<file path="src/sv/message_fragmenter_trailer_framer_core_assert.svh">
// assertion macros for the message fragmenter core
// used by the top level only, needs nothing else
`ifndef MESSAGE_FRAGMENTER_TRAILER_FRAMER_CORE_ASSERT_SVH
`define MESSAGE_FRAGMENTER_TRAILER_FRAMER_CORE_ASSERT_SVH

// same-cycle implication, checked outside reset
`define MFTF_ASSERT_NOW(label, clk, rst, ante, cons) \
  label: assert property (@(posedge clk) disable iff (rst) (ante) |-> (cons)) \
    else $error("mftf check failed");

// next-cycle implication, checked outside reset
`define MFTF_ASSERT_NEXT(label, clk, rst, ante, cons) \
  label: assert property (@(posedge clk) disable iff (rst) (ante) |=> (cons)) \
    else $error("mftf check failed");

`endif

</file>
<file path="src/sv/mftf_pkg.sv">
// shared types and constants of the message fragmenter
// used by the interfaces, the divider and the top level
`default_nettype none

package mftf_pkg;

  // field widths
  localparam int unsigned PS_W    = 16;
  localparam int unsigned LEN_W   = 32;
  localparam int unsigned ID_W    = 64;
  localparam int unsigned CNT_W   = 32;
  localparam int unsigned BYTE_W  = 8;
  localparam int unsigned CFG_IDX_W = 2;

  // register indexes
  localparam logic [CFG_IDX_W-1:0] CFG_PACKET_SIZE        = 2'd0;
  localparam logic [CFG_IDX_W-1:0] CFG_TYPE_COMPLETE      = 2'd1;
  localparam logic [CFG_IDX_W-1:0] CFG_TYPE_CHUNK         = 2'd2;
  localparam logic [CFG_IDX_W-1:0] CFG_TYPE_COUNTED_CHUNK = 2'd3;

  // register reset values
  localparam logic [PS_W-1:0]   RST_PACKET_SIZE = 16'd1024;
  localparam logic [BYTE_W-1:0] RST_TYPE_COMPLETE = 8'd0;
  localparam logic [BYTE_W-1:0] RST_TYPE_CHUNK    = 8'd1;
  localparam logic [BYTE_W-1:0] RST_TYPE_COUNTED  = 8'd2;

  // packet sizing
  localparam logic [PS_W-1:0] MIN_PACKET      = 16'd18;
  localparam logic [PS_W-1:0] COMPLETE_OVH    = 16'd9;
  localparam logic [PS_W-1:0] CHUNK_OVH       = 16'd13;
  localparam logic [PS_W-1:0] COUNTED_OVH     = 16'd17;
  // len + 3 equals (len - first chunk) + (chunk size - 1)
  localparam logic [LEN_W:0]  CEIL_BIAS       = 33'd3;

  // trailer byte positions
  localparam int unsigned TRL_W = 5;
  localparam logic [TRL_W-1:0] TRL_TOTAL = 5'd0;
  localparam logic [TRL_W-1:0] TRL_SEQ   = 5'd4;
  localparam logic [TRL_W-1:0] TRL_ID    = 5'd8;
  localparam logic [TRL_W-1:0] TRL_TYPE  = 5'd16;

  // shared divider
  localparam int unsigned DIV_NUM_W = LEN_W + 1;
  localparam int unsigned DIV_CNT_W = $clog2(DIV_NUM_W);
  localparam logic [DIV_CNT_W-1:0] DIV_LAST_STEP = DIV_CNT_W'(DIV_NUM_W - 1);

  typedef enum logic [1:0] {
    KIND_COMPLETE = 2'd0,
    KIND_CHUNK    = 2'd1,
    KIND_COUNTED  = 2'd2
  } kind_t;

  typedef enum logic [1:0] {
    ST_IDLE,
    ST_DIV,
    ST_EMIT
  } state_t;

  // first trailer byte position for a packet kind
  function automatic logic [TRL_W-1:0] trl_start(input kind_t kind);
    logic [TRL_W-1:0] pos;
    unique case (kind)
      KIND_COUNTED: pos = TRL_TOTAL;
      KIND_CHUNK:   pos = TRL_SEQ;
      default:      pos = TRL_ID;
    endcase
    return pos;
  endfunction

  // packet size with the lower bound applied
  function automatic logic [PS_W-1:0] eff_size(input logic [PS_W-1:0] ps);
    return (ps < MIN_PACKET) ? MIN_PACKET : ps;
  endfunction

endpackage

`default_nettype wire

</file>
<file path="src/sv/mftf_in_if.sv">
// input channel of the message fragmenter: one payload byte per item
// depends on mftf_pkg for widths
`default_nettype none

interface mftf_in_if;
  logic                           valid;
  logic                           ready;
  logic [mftf_pkg::BYTE_W-1:0]    data_byte;
  logic [mftf_pkg::LEN_W-1:0]     msg_length;
  logic                           first_of_message;

  modport source (output valid, output data_byte, output msg_length,
                  output first_of_message, input ready);
  modport sink   (input valid, input data_byte, input msg_length,
                  input first_of_message, output ready);
endinterface

`default_nettype wire

</file>
<file path="src/sv/mftf_out_if.sv">
// output channel of the message fragmenter: one serialized byte per item
// depends on mftf_pkg for widths
`default_nettype none

interface mftf_out_if;
  logic                           valid;
  logic                           ready;
  logic [mftf_pkg::BYTE_W-1:0]    out_byte;
  logic                           end_of_packet;
  logic                           end_of_message;

  modport source (output valid, output out_byte, output end_of_packet,
                  output end_of_message, input ready);
  modport sink   (input valid, input out_byte, input end_of_packet,
                  input end_of_message, output ready);
endinterface

`default_nettype wire

</file>
<file path="src/sv/mftf_div.sv">
// radix-2 restoring divider, one quotient bit per cycle
// depends on mftf_pkg for widths and step count
`default_nettype none

module mftf_div (
  input  wire logic                              clk,
  input  wire logic                              rst,
  input  wire logic                              start,
  input  wire logic [mftf_pkg::DIV_NUM_W-1:0]    num,
  input  wire logic [mftf_pkg::PS_W-1:0]         den,
  output logic                                   done,
  output logic [mftf_pkg::CNT_W-1:0]             quo
);

  logic                              busy;
  logic [mftf_pkg::DIV_CNT_W-1:0]    step;
  logic [mftf_pkg::PS_W-1:0]         rem;
  logic [mftf_pkg::PS_W-1:0]         dvs;
  logic [mftf_pkg::DIV_NUM_W-1:0]    qn;
  logic [mftf_pkg::PS_W:0]           trial;
  logic                              fits;

  // one trial subtract per cycle
  assign trial = {rem, qn[mftf_pkg::DIV_NUM_W-1]};
  assign fits  = trial >= {1'b0, dvs};

  always_ff @(posedge clk) begin
    if (rst) begin
      busy <= 1'b0;
      done <= 1'b0;
      step <= '0;
    end else begin
      done <= busy && (step == mftf_pkg::DIV_LAST_STEP);
      if (start) begin
        busy <= 1'b1;
        step <= '0;
      end else if (busy) begin
        if (step == mftf_pkg::DIV_LAST_STEP) begin
          busy <= 1'b0;
        end
        step <= step + 1'b1;
      end
    end
  end

  // datapath, numerator shifts out as quotient shifts in
  always_ff @(posedge clk) begin
    if (start) begin
      rem <= '0;
      dvs <= den;
      qn  <= num;
    end else if (busy) begin
      rem <= fits ? mftf_pkg::PS_W'(trial - {1'b0, dvs}) : trial[mftf_pkg::PS_W-1:0];
      qn  <= {qn[mftf_pkg::DIV_NUM_W-2:0], fits};
    end
  end

  // quotient of len+3 by a divisor of at least 5 fits 32 bits
  assign quo = qn[mftf_pkg::CNT_W-1:0];

endmodule

`default_nettype wire

</file>
<file path="src/sv/message_fragmenter_trailer_framer_core.sv">
// message fragmenter core: a payload byte item appears on the output in the cycle after it is taken
// a byte closing a packet is followed by its 9, 13 or 17 byte trailer, one per cycle unless stalled
// after the first byte of a message longer than one packet, input waits on the packet count divider
// otherwise one item per cycle while the output is drained; stalls hold in the output register
// synchronous active-high reset clears all control state, id counter and config registers to defaults
`default_nettype none

`include "message_fragmenter_trailer_framer_core_assert.svh"

module message_fragmenter_trailer_framer_core (
  input  wire logic                              clk,
  input  wire logic                              rst,
  mftf_in_if.sink                                msg,
  mftf_out_if.source                             pkt,
  input  wire logic                              cfg_we,
  input  wire logic [mftf_pkg::CFG_IDX_W-1:0]    cfg_index,
  input  wire logic [mftf_pkg::PS_W-1:0]         cfg_data
);

  // configuration registers
  logic [mftf_pkg::PS_W-1:0]    max_pkt_len;
  logic [mftf_pkg::BYTE_W-1:0]  type_code_complete;
  logic [mftf_pkg::BYTE_W-1:0]  type_code_chunk;
  logic [mftf_pkg::BYTE_W-1:0]  type_code_counted_chunk;

  // framing state
  mftf_pkg::state_t             st, st_next;
  mftf_pkg::kind_t              kind, kind_next;
  logic [mftf_pkg::ID_W-1:0]    id_ctr, id_ctr_next;
  logic [mftf_pkg::ID_W-1:0]    cur_id, cur_id_next;
  logic [mftf_pkg::LEN_W-1:0]   blm, blm_next;
  logic [mftf_pkg::PS_W-1:0]    blp, blp_next;
  logic [mftf_pkg::CNT_W-1:0]   seq, seq_next;
  logic [mftf_pkg::CNT_W-1:0]   total, total_next;
  logic [mftf_pkg::TRL_W-1:0]   trl_idx, trl_idx_next;
  logic                         trl_pend, trl_pend_next;

  // output register
  logic                         out_valid, out_valid_next;
  logic [mftf_pkg::BYTE_W-1:0]  out_byte, out_byte_next;
  logic                         out_eop, out_eop_next;
  logic                         out_eom, out_eom_next;

  // helpers
  logic                         slot_free;
  logic                         accept;
  logic [mftf_pkg::PS_W-1:0]    ps_eff;
  logic                         is_short;
  mftf_pkg::kind_t              kind_new;
  logic [mftf_pkg::LEN_W-1:0]   blm_base;
  logic [mftf_pkg::PS_W-1:0]    blp_base;
  logic [mftf_pkg::LEN_W-1:0]   blm_dec;
  logic [mftf_pkg::PS_W-1:0]    blp_dec;
  logic [mftf_pkg::PS_W-1:0]    chunk_sz;
  logic [mftf_pkg::BYTE_W-1:0]  trl_byte;
  logic [mftf_pkg::BYTE_W-1:0]  type_code;
  logic                         div_start;
  logic                         div_done;
  logic [mftf_pkg::CNT_W-1:0]   div_quo;

  assign slot_free = !out_valid || pkt.ready;
  assign msg.ready = (st == mftf_pkg::ST_IDLE) && slot_free;
  assign accept    = msg.valid && msg.ready;

  assign pkt.valid          = out_valid;
  assign pkt.out_byte       = out_byte;
  assign pkt.end_of_packet  = out_eop;
  assign pkt.end_of_message = out_eom;

  // sizing of a new message and the byte it carries
  assign ps_eff   = mftf_pkg::eff_size(max_pkt_len);
  assign chunk_sz = ps_eff - mftf_pkg::CHUNK_OVH;
  assign is_short = msg.msg_length <=
                    mftf_pkg::LEN_W'(ps_eff - mftf_pkg::COMPLETE_OVH);
  assign kind_new = !msg.first_of_message ? kind :
                    is_short ? mftf_pkg::KIND_COMPLETE : mftf_pkg::KIND_COUNTED;
  assign blm_base = msg.first_of_message ? msg.msg_length : blm;
  assign blp_base = !msg.first_of_message ? blp :
                    is_short ? msg.msg_length[mftf_pkg::PS_W-1:0] :
                    ps_eff - mftf_pkg::COUNTED_OVH;
  assign blm_dec  = blm_base - 1'b1;
  assign blp_dec  = (blp_base != '0) ? blp_base - 1'b1 : '0;

  // trailer byte at the current position
  always_comb begin
    unique case (kind)
      mftf_pkg::KIND_COUNTED: type_code = type_code_counted_chunk;
      mftf_pkg::KIND_CHUNK:   type_code = type_code_chunk;
      default:                type_code = type_code_complete;
    endcase
    if (trl_idx[4]) begin
      trl_byte = type_code;
    end else if (trl_idx[3]) begin
      trl_byte = cur_id[{trl_idx[2:0], 3'b000} +: mftf_pkg::BYTE_W];
    end else if (trl_idx[2]) begin
      trl_byte = seq[{trl_idx[1:0], 3'b000} +: mftf_pkg::BYTE_W];
    end else begin
      trl_byte = total[{trl_idx[1:0], 3'b000} +: mftf_pkg::BYTE_W];
    end
  end

  // packet count divider, ceil division folded into the numerator
  mftf_div u_div (
    .clk   (clk),
    .rst   (rst),
    .start (div_start),
    .num   (mftf_pkg::DIV_NUM_W'(msg.msg_length) + mftf_pkg::CEIL_BIAS),
    .den   (chunk_sz),
    .done  (div_done),
    .quo   (div_quo)
  );

  // sequencer: next state and outputs
  always_comb begin
    st_next        = st;
    kind_next      = kind;
    id_ctr_next    = id_ctr;
    cur_id_next    = cur_id;
    blm_next       = blm;
    blp_next       = blp;
    seq_next       = seq;
    total_next     = total;
    trl_idx_next   = trl_idx;
    trl_pend_next  = trl_pend;
    out_valid_next = out_valid && !pkt.ready;
    out_byte_next  = out_byte;
    out_eop_next   = out_eop;
    out_eom_next   = out_eom;
    div_start      = 1'b0;
    unique case (st)
      mftf_pkg::ST_IDLE: begin
        if (accept) begin
          if (msg.first_of_message) begin
            cur_id_next = id_ctr;
            id_ctr_next = id_ctr + 1'b1;
            seq_next    = '0;
            kind_next   = kind_new;
            if (is_short) begin
              total_next = mftf_pkg::CNT_W'(1);
            end
          end
          trl_idx_next = mftf_pkg::trl_start(kind_new);
          priority if (msg.first_of_message && msg.msg_length == '0) begin
            // empty message: trailer only
            blm_next = '0;
            blp_next = '0;
            st_next  = mftf_pkg::ST_EMIT;
          end else if (!msg.first_of_message && blm == '0) begin
            // byte outside a message is dropped
            trl_idx_next = trl_idx;
          end else begin
            out_valid_next = 1'b1;
            out_byte_next  = msg.data_byte;
            out_eop_next   = 1'b0;
            out_eom_next   = 1'b0;
            blm_next       = blm_dec;
            blp_next       = blp_dec;
            trl_pend_next  = (blp_dec == '0) || (blm_dec == '0);
            if (msg.first_of_message && !is_short) begin
              div_start = 1'b1;
              st_next   = mftf_pkg::ST_DIV;
            end else if ((blp_dec == '0) || (blm_dec == '0)) begin
              st_next = mftf_pkg::ST_EMIT;
            end
          end
        end
      end
      mftf_pkg::ST_DIV: begin
        if (div_done) begin
          total_next = div_quo + 1'b1;
          st_next    = trl_pend ? mftf_pkg::ST_EMIT : mftf_pkg::ST_IDLE;
        end
      end
      mftf_pkg::ST_EMIT: begin
        if (slot_free) begin
          out_valid_next = 1'b1;
          out_byte_next  = trl_byte;
          out_eop_next   = trl_idx == mftf_pkg::TRL_TYPE;
          out_eom_next   = (trl_idx == mftf_pkg::TRL_TYPE) && (blm == '0);
          if (trl_idx == mftf_pkg::TRL_TYPE) begin
            // size the next packet of this message
            st_next       = mftf_pkg::ST_IDLE;
            trl_pend_next = 1'b0;
            if (blm != '0) begin
              seq_next  = seq + 1'b1;
              kind_next = mftf_pkg::KIND_CHUNK;
              blp_next  = (blm < mftf_pkg::LEN_W'(chunk_sz)) ?
                          blm[mftf_pkg::PS_W-1:0] : chunk_sz;
            end else begin
              blp_next = '0;
            end
          end else begin
            trl_idx_next = trl_idx + 1'b1;
          end
        end
      end
      default: begin
        st_next = mftf_pkg::ST_IDLE;
      end
    endcase
  end

  // configuration writes
  always_ff @(posedge clk) begin
    if (rst) begin
      max_pkt_len             <= mftf_pkg::RST_PACKET_SIZE;
      type_code_complete      <= mftf_pkg::RST_TYPE_COMPLETE;
      type_code_chunk         <= mftf_pkg::RST_TYPE_CHUNK;
      type_code_counted_chunk <= mftf_pkg::RST_TYPE_COUNTED;
    end else if (cfg_we) begin
      unique case (cfg_index)
        mftf_pkg::CFG_PACKET_SIZE:        max_pkt_len <= cfg_data;
        mftf_pkg::CFG_TYPE_COMPLETE:      type_code_complete <= cfg_data[7:0];
        mftf_pkg::CFG_TYPE_CHUNK:         type_code_chunk <= cfg_data[7:0];
        mftf_pkg::CFG_TYPE_COUNTED_CHUNK: type_code_counted_chunk <= cfg_data[7:0];
        default:                          max_pkt_len <= max_pkt_len;
      endcase
    end
  end

  // control and framing state
  always_ff @(posedge clk) begin
    if (rst) begin
      st        <= mftf_pkg::ST_IDLE;
      kind      <= mftf_pkg::KIND_COMPLETE;
      id_ctr    <= '0;
      cur_id    <= '0;
      blm       <= '0;
      blp       <= '0;
      seq       <= '0;
      total     <= '0;
      trl_idx   <= '0;
      trl_pend  <= 1'b0;
      out_valid <= 1'b0;
    end else begin
      st        <= st_next;
      kind      <= kind_next;
      id_ctr    <= id_ctr_next;
      cur_id    <= cur_id_next;
      blm       <= blm_next;
      blp       <= blp_next;
      seq       <= seq_next;
      total     <= total_next;
      trl_idx   <= trl_idx_next;
      trl_pend  <= trl_pend_next;
      out_valid <= out_valid_next;
    end
  end

  // output payload
  always_ff @(posedge clk) begin
    out_byte <= out_byte_next;
    out_eop  <= out_eop_next;
    out_eom  <= out_eom_next;
  end

  // checks
  `MFTF_ASSERT_NOW(a_busy_not_ready, clk, rst, st != mftf_pkg::ST_IDLE, !msg.ready)
  `MFTF_ASSERT_NOW(a_div_done_in_div, clk, rst, div_done, st == mftf_pkg::ST_DIV)
  `MFTF_ASSERT_NOW(a_trl_idx_range, clk, rst, st == mftf_pkg::ST_EMIT,
                   trl_idx <= mftf_pkg::TRL_TYPE)
  `MFTF_ASSERT_NOW(a_eom_on_eop, clk, rst, out_valid && out_eom, out_eop)
  `MFTF_ASSERT_NEXT(a_empty_goes_emit, clk, rst,
                    accept && msg.first_of_message && msg.msg_length == '0,
                    st == mftf_pkg::ST_EMIT)

endmodule

`default_nettype wire

</file>
<file path="src/flat_wrapper.sv">
// flat-port wrapper written by rule: the top's interface ports become plain ports
module message_fragmenter_trailer_framer_core_flat 
  (clk, rst, cfg_we, cfg_index, cfg_data, msg_valid, msg_data_byte, msg_msg_length, msg_first_of_message, msg_ready, pkt_valid, pkt_out_byte, pkt_end_of_packet, pkt_end_of_message, pkt_ready);
  mftf_in_if msg_i ();
  mftf_out_if pkt_i ();
  input  wire logic clk;
  input  wire logic rst;
  input  wire logic cfg_we;
  input  wire logic [mftf_pkg::CFG_IDX_W-1:0] cfg_index;
  input  wire logic [mftf_pkg::PS_W-1:0] cfg_data;
  input wire logic [$bits(msg_i.valid)-1:0] msg_valid;
  input wire logic [$bits(msg_i.data_byte)-1:0] msg_data_byte;
  input wire logic [$bits(msg_i.msg_length)-1:0] msg_msg_length;
  input wire logic [$bits(msg_i.first_of_message)-1:0] msg_first_of_message;
  output wire logic [$bits(msg_i.ready)-1:0] msg_ready;
  output wire logic [$bits(pkt_i.valid)-1:0] pkt_valid;
  output wire logic [$bits(pkt_i.out_byte)-1:0] pkt_out_byte;
  output wire logic [$bits(pkt_i.end_of_packet)-1:0] pkt_end_of_packet;
  output wire logic [$bits(pkt_i.end_of_message)-1:0] pkt_end_of_message;
  input wire logic [$bits(pkt_i.ready)-1:0] pkt_ready;
  assign msg_i.valid = msg_valid;
  assign msg_i.data_byte = msg_data_byte;
  assign msg_i.msg_length = msg_msg_length;
  assign msg_i.first_of_message = msg_first_of_message;
  assign msg_ready = msg_i.ready;
  assign pkt_valid = pkt_i.valid;
  assign pkt_out_byte = pkt_i.out_byte;
  assign pkt_end_of_packet = pkt_i.end_of_packet;
  assign pkt_end_of_message = pkt_i.end_of_message;
  assign pkt_i.ready = pkt_ready;
  message_fragmenter_trailer_framer_core u_core (.clk(clk), .rst(rst), .msg(msg_i), .pkt(pkt_i), .cfg_we(cfg_we), .cfg_index(cfg_index), .cfg_data(cfg_data));
endmodule
</file>
<file path="config.mk">
export PLATFORM = sky130hd
export DESIGN_NAME = message_fragmenter_trailer_framer_core_flat
export DESIGN_NICKNAME = d
export VERILOG_FILES = /design/src/sv/mftf_pkg.sv /design/src/sv/mftf_in_if.sv /design/src/sv/mftf_out_if.sv /design/src/sv/mftf_div.sv /design/src/sv/message_fragmenter_trailer_framer_core.sv /design/src/flat_wrapper.sv
export VERILOG_INCLUDE_DIRS = /design/src /design/src/sv
export SDC_FILE = /design/constraint.sdc
export NUM_CORES = 1
export LEC_CHECK = 0
export ABC_CLOCK_PERIOD_IN_PS = 7200
export BUFFER_PORTS_ARGS = -buffer_cell sky130_fd_sc_hd__buf_2
export CAP_MARGIN = 15
export CORE_MARGIN = 2
export CORE_UTILIZATION = 63
export DETAILED_ROUTE_END_ITERATION = 10
export GPL_ROUTABILITY_DRIVEN = 0
export PLACE_DENSITY = 0.79
export SETUP_SLACK_MARGIN = 0.05
export SYNTH_ARGS = -nofsm -noshare
export SYNTH_HDL_FRONTEND = slang
export SYNTH_SLANG_ARGS = --single-unit
export TNS_END_PERCENT = 50
</file>
<file path="constraint.sdc">
create_clock -name clk -period 7.2 [get_ports clk]
set_input_delay 0.36 -clock clk [delete_from_list [all_inputs] [get_ports clk]]
set_output_delay 0.36 -clock clk [all_outputs]
set_load 0.01 [all_outputs]
</file>
After elaboration in Yosys (flattened, before gate mapping)
Index checks and enable logic that the tools add are counted.
Widths: inputs -> output; s select.
{"block": "totals", "ff_bits": 374, "in_bits": 64, "out_inout_bits": 12, "elab_cells": 195}
{"block": "op_classes", "addsub": 12, "n_lt_le_gt_ge": 4, "eq_ne": 24, "shifts": 3, "muxes": 89, "n_reduce_logical": 39}
{"operator": "$mux 32", "n": 12}
{"operator": "$mux 16", "n": 12}
{"operator": "$pmux 32 s2", "n": 2}
{"operator": "$logic_not 32->1", "n": 3}
{"operator": "$mux 33", "n": 2}
{"operator": "$add 32x1->32 const B", "n": 2}
{"operator": "$add 64x1->64 const B", "n": 1}
{"operator": "$shiftx 32x6->8", "n": 2}
{"operator": "$shiftx 64x7->8", "n": 1}
{"operator": "$mux 8", "n": 7}
{"operator": "$add 32x2->33 const B", "n": 1}
{"operator": "$le 32x32->1", "n": 1}
{"operator": "$lt 32x16->1", "n": 1}
{"operator": "$mux 2", "n": 16}
{"operator": "$pmux 16 s2", "n": 1}
{"operator": "$pmux 8 s2", "n": 2}
{"operator": "$reduce_bool 32->1", "n": 1}
{"operator": "$sub 32x1->32 const B", "n": 1}
{"operator": "$mux 5", "n": 5}
{"operator": "$mux 1", "n": 22}
{"operator": "$reduce_and 5->1", "n": 4}
{"operator": "$reduce_and 6->1", "n": 3}
{"operator": "$ge 17x16->1", "n": 1}
{"operator": "$sub 16x4->17 const B", "n": 1}
{"operator": "30 further kinds", "n": 67}

Longest topological paths before layout
{"block": "logic_depth", "word_depth": 16, "depth_mapped": 32, "depth_no_buf": 28}

Hierarchy
Synthesis repeated with hierarchy kept, for this count alone.
{"block": "unflattened", "hier_cells": 2731, "area_unflattened_um2": 22738.1}
{"mod": "message_fragmenter_trailer_framer_core", "instances": 1, "cells_each": 2336, "area_each_um2": 18496.5, "seq_area_each_um2": 6125.9}
{"mod": "mftf_div", "instances": 1, "cells_each": 395, "area_each_um2": 4241.6, "seq_area_each_um2": 1951.9}

Worst setup path after synthesis
Ideal clock, no wire load.
{"block": "synth_timing", "path_kind": "register to register", "startpoint": "reg u_core.max_pkt_len[13] (netlist bit)", "endpoint": "reg u_core.st[1]", "setup_ns": 0.091, "arrival_ns": 6.124, "setup_slack_ns": 0.985, "stages_incl_launch_ff": 28, "n_path_buf": 4, "cell_sequence": "dfxtp_1 > buf_2 > nor3_4 > and4_1 > buf_2 > a21boi_0 > inv_1 > ha_1 > clkinv_1 > o21ai_0 > nand2_1 > nor2_1 > nand2_1 > xor2_1 > ha_1 > nand4_2 > nor4_2 > a21boi_2 > o41a_1 > buf_4 > o21ai_2 > a311o_1 > or4b_1 > buf_2 > or3_2 > a2111oi_4 > o221ai_1 > a311oi_1"}
{"block": "synth_between", "elab_chain_cells": 12}
{"element": "from (decl)", "line_no": "message_fragmenter_trailer_framer_core.sv:21", "source": "logic [mftf_pkg::PS_W-1:0] max_pkt_len;"}
{"element": "from (signal assigned)", "line_no": "message_fragmenter_trailer_framer_core.sv:206", "source": "max_pkt_len <= mftf_pkg::RST_PACKET_SIZE;"}
{"element": "from (signal assigned)", "line_no": "message_fragmenter_trailer_framer_core.sv:212", "source": "mftf_pkg::CFG_PACKET_SIZE: max_pkt_len <= cfg_data;"}
{"element": "from (signal assigned)", "line_no": "message_fragmenter_trailer_framer_core.sv:216", "source": "default: max_pkt_len <= max_pkt_len;"}
{"element": "$lt 16x5->1", "line_no": "mftf_pkg.sv:72", "source": "return (ps < MIN_PACKET) ? MIN_PACKET : ps;"}
{"element": "$mux 16 (*)", "line_no": "mftf_pkg.sv:72"}
{"element": "$sub 16x4->17", "line_no": "message_fragmenter_trailer_framer_core.sv:74", "source": "mftf_pkg::LEN_W'(ps_eff - mftf_pkg::COMPLETE_OVH);"}
{"element": "$le 32x32->1", "line_no": "message_fragmenter_trailer_framer_core.sv:73", "source": "assign is_short = msg.msg_length <="}
{"element": "$mux 16", "line_no": "message_fragmenter_trailer_framer_core.sv:79", "source": "is_short ? msg.msg_length[mftf_pkg::PS_W-1:0] :"}
{"element": "$mux 16", "line_no": "message_fragmenter_trailer_framer_core.sv:78", "source": "assign blp_base = !msg.first_of_message ? blp :"}
{"element": "$sub 16x1->16 / $reduce_bool 16->1 (equally long branches)", "line_no": "message_fragmenter_trailer_framer_core.sv:82", "source": "assign blp_dec = (blp_base != '0) ? blp_base - 1'b1 : '0;"}
{"element": "$mux 16", "line_no": "message_fragmenter_trailer_framer_core.sv:82"}
{"element": "$logic_not 16->1", "line_no": "message_fragmenter_trailer_framer_core.sv:162", "source": "end else if ((blp_dec == '0) || (blm_dec == '0)) begin"}
{"element": "$logic_or 1x1->1", "line_no": "message_fragmenter_trailer_framer_core.sv:162"}
{"element": "$ne 4x4->1 (no line)"}
{"element": "$reduce_and 6->1 (no line)"}
{"element": "to (signal assigned)", "line_no": "message_fragmenter_trailer_framer_core.sv:224", "source": "st <= mftf_pkg::ST_IDLE;"}
{"element": "to (signal assigned)", "line_no": "message_fragmenter_trailer_framer_core.sv:236", "source": "st <= st_next;"}
{"element": "to (decl)", "line_no": "message_fragmenter_trailer_framer_core.sv:27", "source": "mftf_pkg::state_t st, st_next;"}
Mark *: on every way between the ends. The rest lies on a longest branch, timed or not. The select of a mux whose other input is x is not followed.
A chain may end at the register's enable or synchronous reset.

Worst setup path in the final report
{"block": "layout_timing", "startpoint": "reg u_core.max_pkt_len[6] (netlist bit)", "endpoint": "reg u_core.st[1]"}
The elaborated chain is that of the path after synthesis.

==> summary by stage <==
Clocking
The clock-pin slew on the worst setup and hold paths is 0.07 ns. The CTS H-tree depth is 2. At the later pin of the worst-skew pair, clock insertion delay measures ~0.58 ns.

The clock tree root driver cell is sky130_fd_sc_hd__clkbuf_16. The maximum clock insertion buffer count is 3. The number of CTS-inserted buffers is 41. CTS saw 374 sinks. TritonCTS built the clock tree.

Pwr
Power spread over the standard cell area amounts to 238 nW/um2. The portion of total power attributed to sequential cells is 40.6%. The maximum resistive drop on vdd is between 0.0002 and 0.00025 V. The total internal power is 0.00398 W.

The clock group share of total power is 35.0%. The combinational share of power is about 24%. The leakage power is 9.16 nW. The switching power of the nets is 0.00188 W.

The switching share of total power is approximately 32%.

GRT
Across every metal layer, demand over resource in global routing totals 33.1%. The initial antenna violation count is 1. For this run the aggregate overflow at the end of global routing stands at 0. Entering global routing, the biggest net connects 110 pins. The first-pass GRT wire length is 102000 um. The number of global-route vias before repair is 19.5k.

Die
The top-level I/O count is 76. The full die area is 37700 um2. The die height is 194 um. The chip width is ~200 um. The floorplan step defined a core boundary enclosing about 36000 um2.

The initial standard-cell utilization of the core is 64.1%. The standard-cell row count is 69.

Route
The per-cell routed wire length is 19.7 um. The average via count per standard cell is 6.39. After detailed routing, the total wire length is roughly 64000 um.

The detailed-router iteration count before antenna repair is 6. For this run, design rule violations remaining after detail routing come to 0. The initial DRC count is 2187.

The number of nets still failing antenna checks after routing is 0. The routed layout has 20.8k vias.

Timing
The clock arrives with 0.0233 ns of skew. The final setup TNS is 0 ns. The worst setup margin is between 0.5 and 0.6 ns. The highest clock rate is 0.151 GHz. The final count of pins violating max slew is 0. Setup repair after global routing left no endpoint under its margin.

The final critical path takes up 91.8% of the cycle. The worst max-slew margin expressed relative to the limit is 27.2%. The actual slew at the worst max-slew pin is about 1.1 ns. Setup violations remaining at the end of the flow were counted as 0. The number of endpoints with negative hold slack in the final report is 0.

The post-layout minimum cycle time is 6.61 ns.

Critical path
The kind of capture point of the worst setup path is a register. The critical path goes through nor3_4 -> and4_4 -> a21boi_0 -> inv_1 -> ha_1 -> clkinv_1 -> o21ai_1 -> nand2_1 -> nor2_1 -> nand2_1 -> xor2_1 -> ha_1 -> nand4_2 -> nor4_2 -> a21boi_2 -> o41a_1 -> o311ai_0 -> a41oi_1 -> or4b_1 -> or3_2 -> a2111oi_4 -> o221ai_1 -> a311oi_1. The data arrival time at the worst-slack endpoint is 7.10 ns. Data on the critical path is required at its endpoint by 7.69 ns. The worst setup path is of the register to register kind.

The worst setup path is launched from a register. The slowest cell on the critical path is sky130_fd_sc_hd__or4b_1. The peak per-stage delay on the critical path is 0.64 ns. The maximum net fanout on the critical path is 10.

Synthesis
After synthesis, the cell types taking the most area are sky130_fd_sc_hd__dfxtp_1, sky130_fd_sc_hd__edfxtp_1, sky130_fd_sc_hd__nand2_1, sky130_fd_sc_hd__a21oi_1, sky130_fd_sc_hd__nor2_1. Ranked by instance count, the synthesized netlist is headed by sky130_fd_sc_hd__nand2_1, sky130_fd_sc_hd__dfxtp_1, sky130_fd_sc_hd__nor2_1. Of the post-synthesis cell area, the dominant cell type holds 27.7%. The leading register cell type out of synthesis is sky130_fd_sc_hd__dfxtp_1. The number of standard cells after synthesis is 2767. The synthesized netlist contains 111 unique library cells. The post-synthesis register bit count is between 300 and 400. Yosys printed 0 warnings.

The share of flip-flops with an asynchronous set or reset is 0%. The number of enable-type register cells in the synthesized netlist is 59. sky130_fd_sc_hd__nand2_1 is the most common cell in the netlist. Summing every instance area after synthesis gives 22800 um2.

The sequential element share of the synthesized area is 35.4%. The largest area contributor in the netlist is sky130_fd_sc_hd__dfxtp_1. In this run the mean area of a mapped cell was 8.24 um2.

Run
The count of max-cap constraint violations is 0.

Cells and area
Cells fill between 60% and 70% of the core in the end. The filler cells instantiated in the layout total 2849. The area growth from synthesis to layout is 7.84%. The number of nets in the finished design is 2903. The share of post-route cells with drive strength above 1 is 9.80%.

Place
The estimated wirelength of the detail-placed design is 46200 um. Before CTS, the worst setup slack after placement is 0.334 ns. The total of buffers placed on input and output ports is 75.

Outcome
The run finished with clean final reports.

Hold path
The path category of the worst min-delay check is input port to register.
## cell usage in the layout (no fill, tap or decap), types with 16 or more instances in the layout
master                        n
sky130_fd_sc_hd__a211oi_1    30
sky130_fd_sc_hd__a21oi_1    228
sky130_fd_sc_hd__a22oi_1     41
sky130_fd_sc_hd__a31oi_1     18
sky130_fd_sc_hd__and2_1      28
sky130_fd_sc_hd__and3_1      31
sky130_fd_sc_hd__and4_1      20
sky130_fd_sc_hd__buf_2       73
sky130_fd_sc_hd__buf_4       30
sky130_fd_sc_hd__clkbuf_16   41
sky130_fd_sc_hd__conb_1      16
sky130_fd_sc_hd__dfxtp_1    314
sky130_fd_sc_hd__edfxtp_1    59
sky130_fd_sc_hd__ha_1        80
sky130_fd_sc_hd__inv_1       80
sky130_fd_sc_hd__mux2_2      16
sky130_fd_sc_hd__mux2i_1     72
sky130_fd_sc_hd__mux4_2      32
sky130_fd_sc_hd__nand2_1    402
sky130_fd_sc_hd__nand3_1     79
sky130_fd_sc_hd__nand4_1     55
sky130_fd_sc_hd__nor2_1     293
sky130_fd_sc_hd__nor3_1      82
sky130_fd_sc_hd__nor4_1      20
sky130_fd_sc_hd__o21ai_0    113
sky130_fd_sc_hd__or3_1       24
sky130_fd_sc_hd__xnor2_1    106
sky130_fd_sc_hd__xor2_1     115
## sequential cells by signal, summed over array words and instances, names as in the netlist, 32 cells and up
name             flops
u_core.u_div.qn     33
u_core.cur_id       64
u_core.seq          32
u_core.total        32
u_core.id_ctr       64
u_core.blm          32
## area by class of cell
cell class	instances	area (um2)	share of cell area (%)
Timing Repair Buffer	107	639	2.60
Clock buffer	59	1140	4.65
Clock inverter	12	140	0.570
Multi-Input combinational cell	2153	13700	55.7
Antenna cell	2	5.00	0.0204
Inverter	81	304	1.24
Sequential cell	374	8080	32.9
Tap cell	461	577	2.35
## per-stage QoR
| step | std cells | hold slack [ns] | total power [W] | area (um2) |
|---|---|---|---|---|
| 6_report | 3249 | 0.0209 | 0.00586 | 24600 |
| 5_1_grt | 3247 | 0.0376 | 0.00611 | 24600 |
| 4_1_cts | 3244 | 0.00218 | 0.00583 | 24500 |
| 3_5_place_dp | 3171 | 0.441 | 0.00379 | 23200 |
| 3_3_place_gp | 3170 | 0.439 | 0.00374 | 23200 |
| 2_1_floorplan | 2782 | 0.421 | 0.00342 | 22900 |
## kinds of logic (layout without fill, tap and decap cells)
| family | Yosys count | in the layout | synth area share, % |
|---|---|---|---|
| other | 1 | 18 | 0.0164 |
| adder cells (fa/ha/maj) | 81 | 81 | 4.48 |
| AND/OR/NAND/NOR | 1159 | 1159 | 24.5 |
| XOR/XNOR | 222 | 222 | 8.56 |
| buffers and inverters | 255 | 259 | 4.95 |
| flip-flops | 374 | 374 | 35.4 |
| AO/OA/AOI/OAI | 555 | 555 | 15.0 |
| multiplexers | 120 | 120 | 7.11 |
## metal layers
metal	GRT usage, %	part of all wire (%)
met5	0	0
met4	15.2	4.3
met2	51.1	44
met3	6.78	9.6
met1	44.6	42
## worst paths after layout
path / start / endpoint / slack (ns) / depth (start not counted)
max: u_core.max_pkt_len[6] / u_core.st[1] / 0.59 / 23
min: cfg_data[11] / u_core.max_pkt_len[11] / 0.02 / 3
max reg2reg: u_core.max_pkt_len[6] / u_core.st[1] / 0.59 / 23
min reg2reg: u_core.u_div.rem[15] / u_core.u_div.rem[15] / 0.45 / 2
## power groups by stage
| stage | clock network, W | logic [W] | registers, W |
|---|---|---|---|
| 2_1_floorplan | 0 | 0.00106 | 0.00237 |
| 3_3_place_gp | 0 | 0.00133 | 0.00241 |
| 3_5_place_dp | 0 | 0.00138 | 0.00241 |
| 4_1_cts | 0.00207 | 0.00139 | 0.00237 |
| 5_1_grt | 0.00216 | 0.00156 | 0.00239 |
| 6_report | 0.00205 | 0.00143 | 0.00238 |
## repair_timing
| action | CTS | global route |
|---|---|---|
| endpoints found under the hold margin | 2 | 0 |
| resized for setup | 0 | 7 |
| hold buffers | 2 | 0 |
| buffers inserted | 0 | 2 |
| setup endpoints to repair | 0 | 16 |
## worst max-delay path, delay by kind of cell, from the launching register on
family          cells  cell delay, ns
flops               1            0.44
fa+ha+maj           2            0.55
simple gates        9            2.82
xor+xnor            1            0.15
buf+inv             2            0.22
compound gates      9            2.35
No activity file was read; power rests on OpenSTA's default activity.
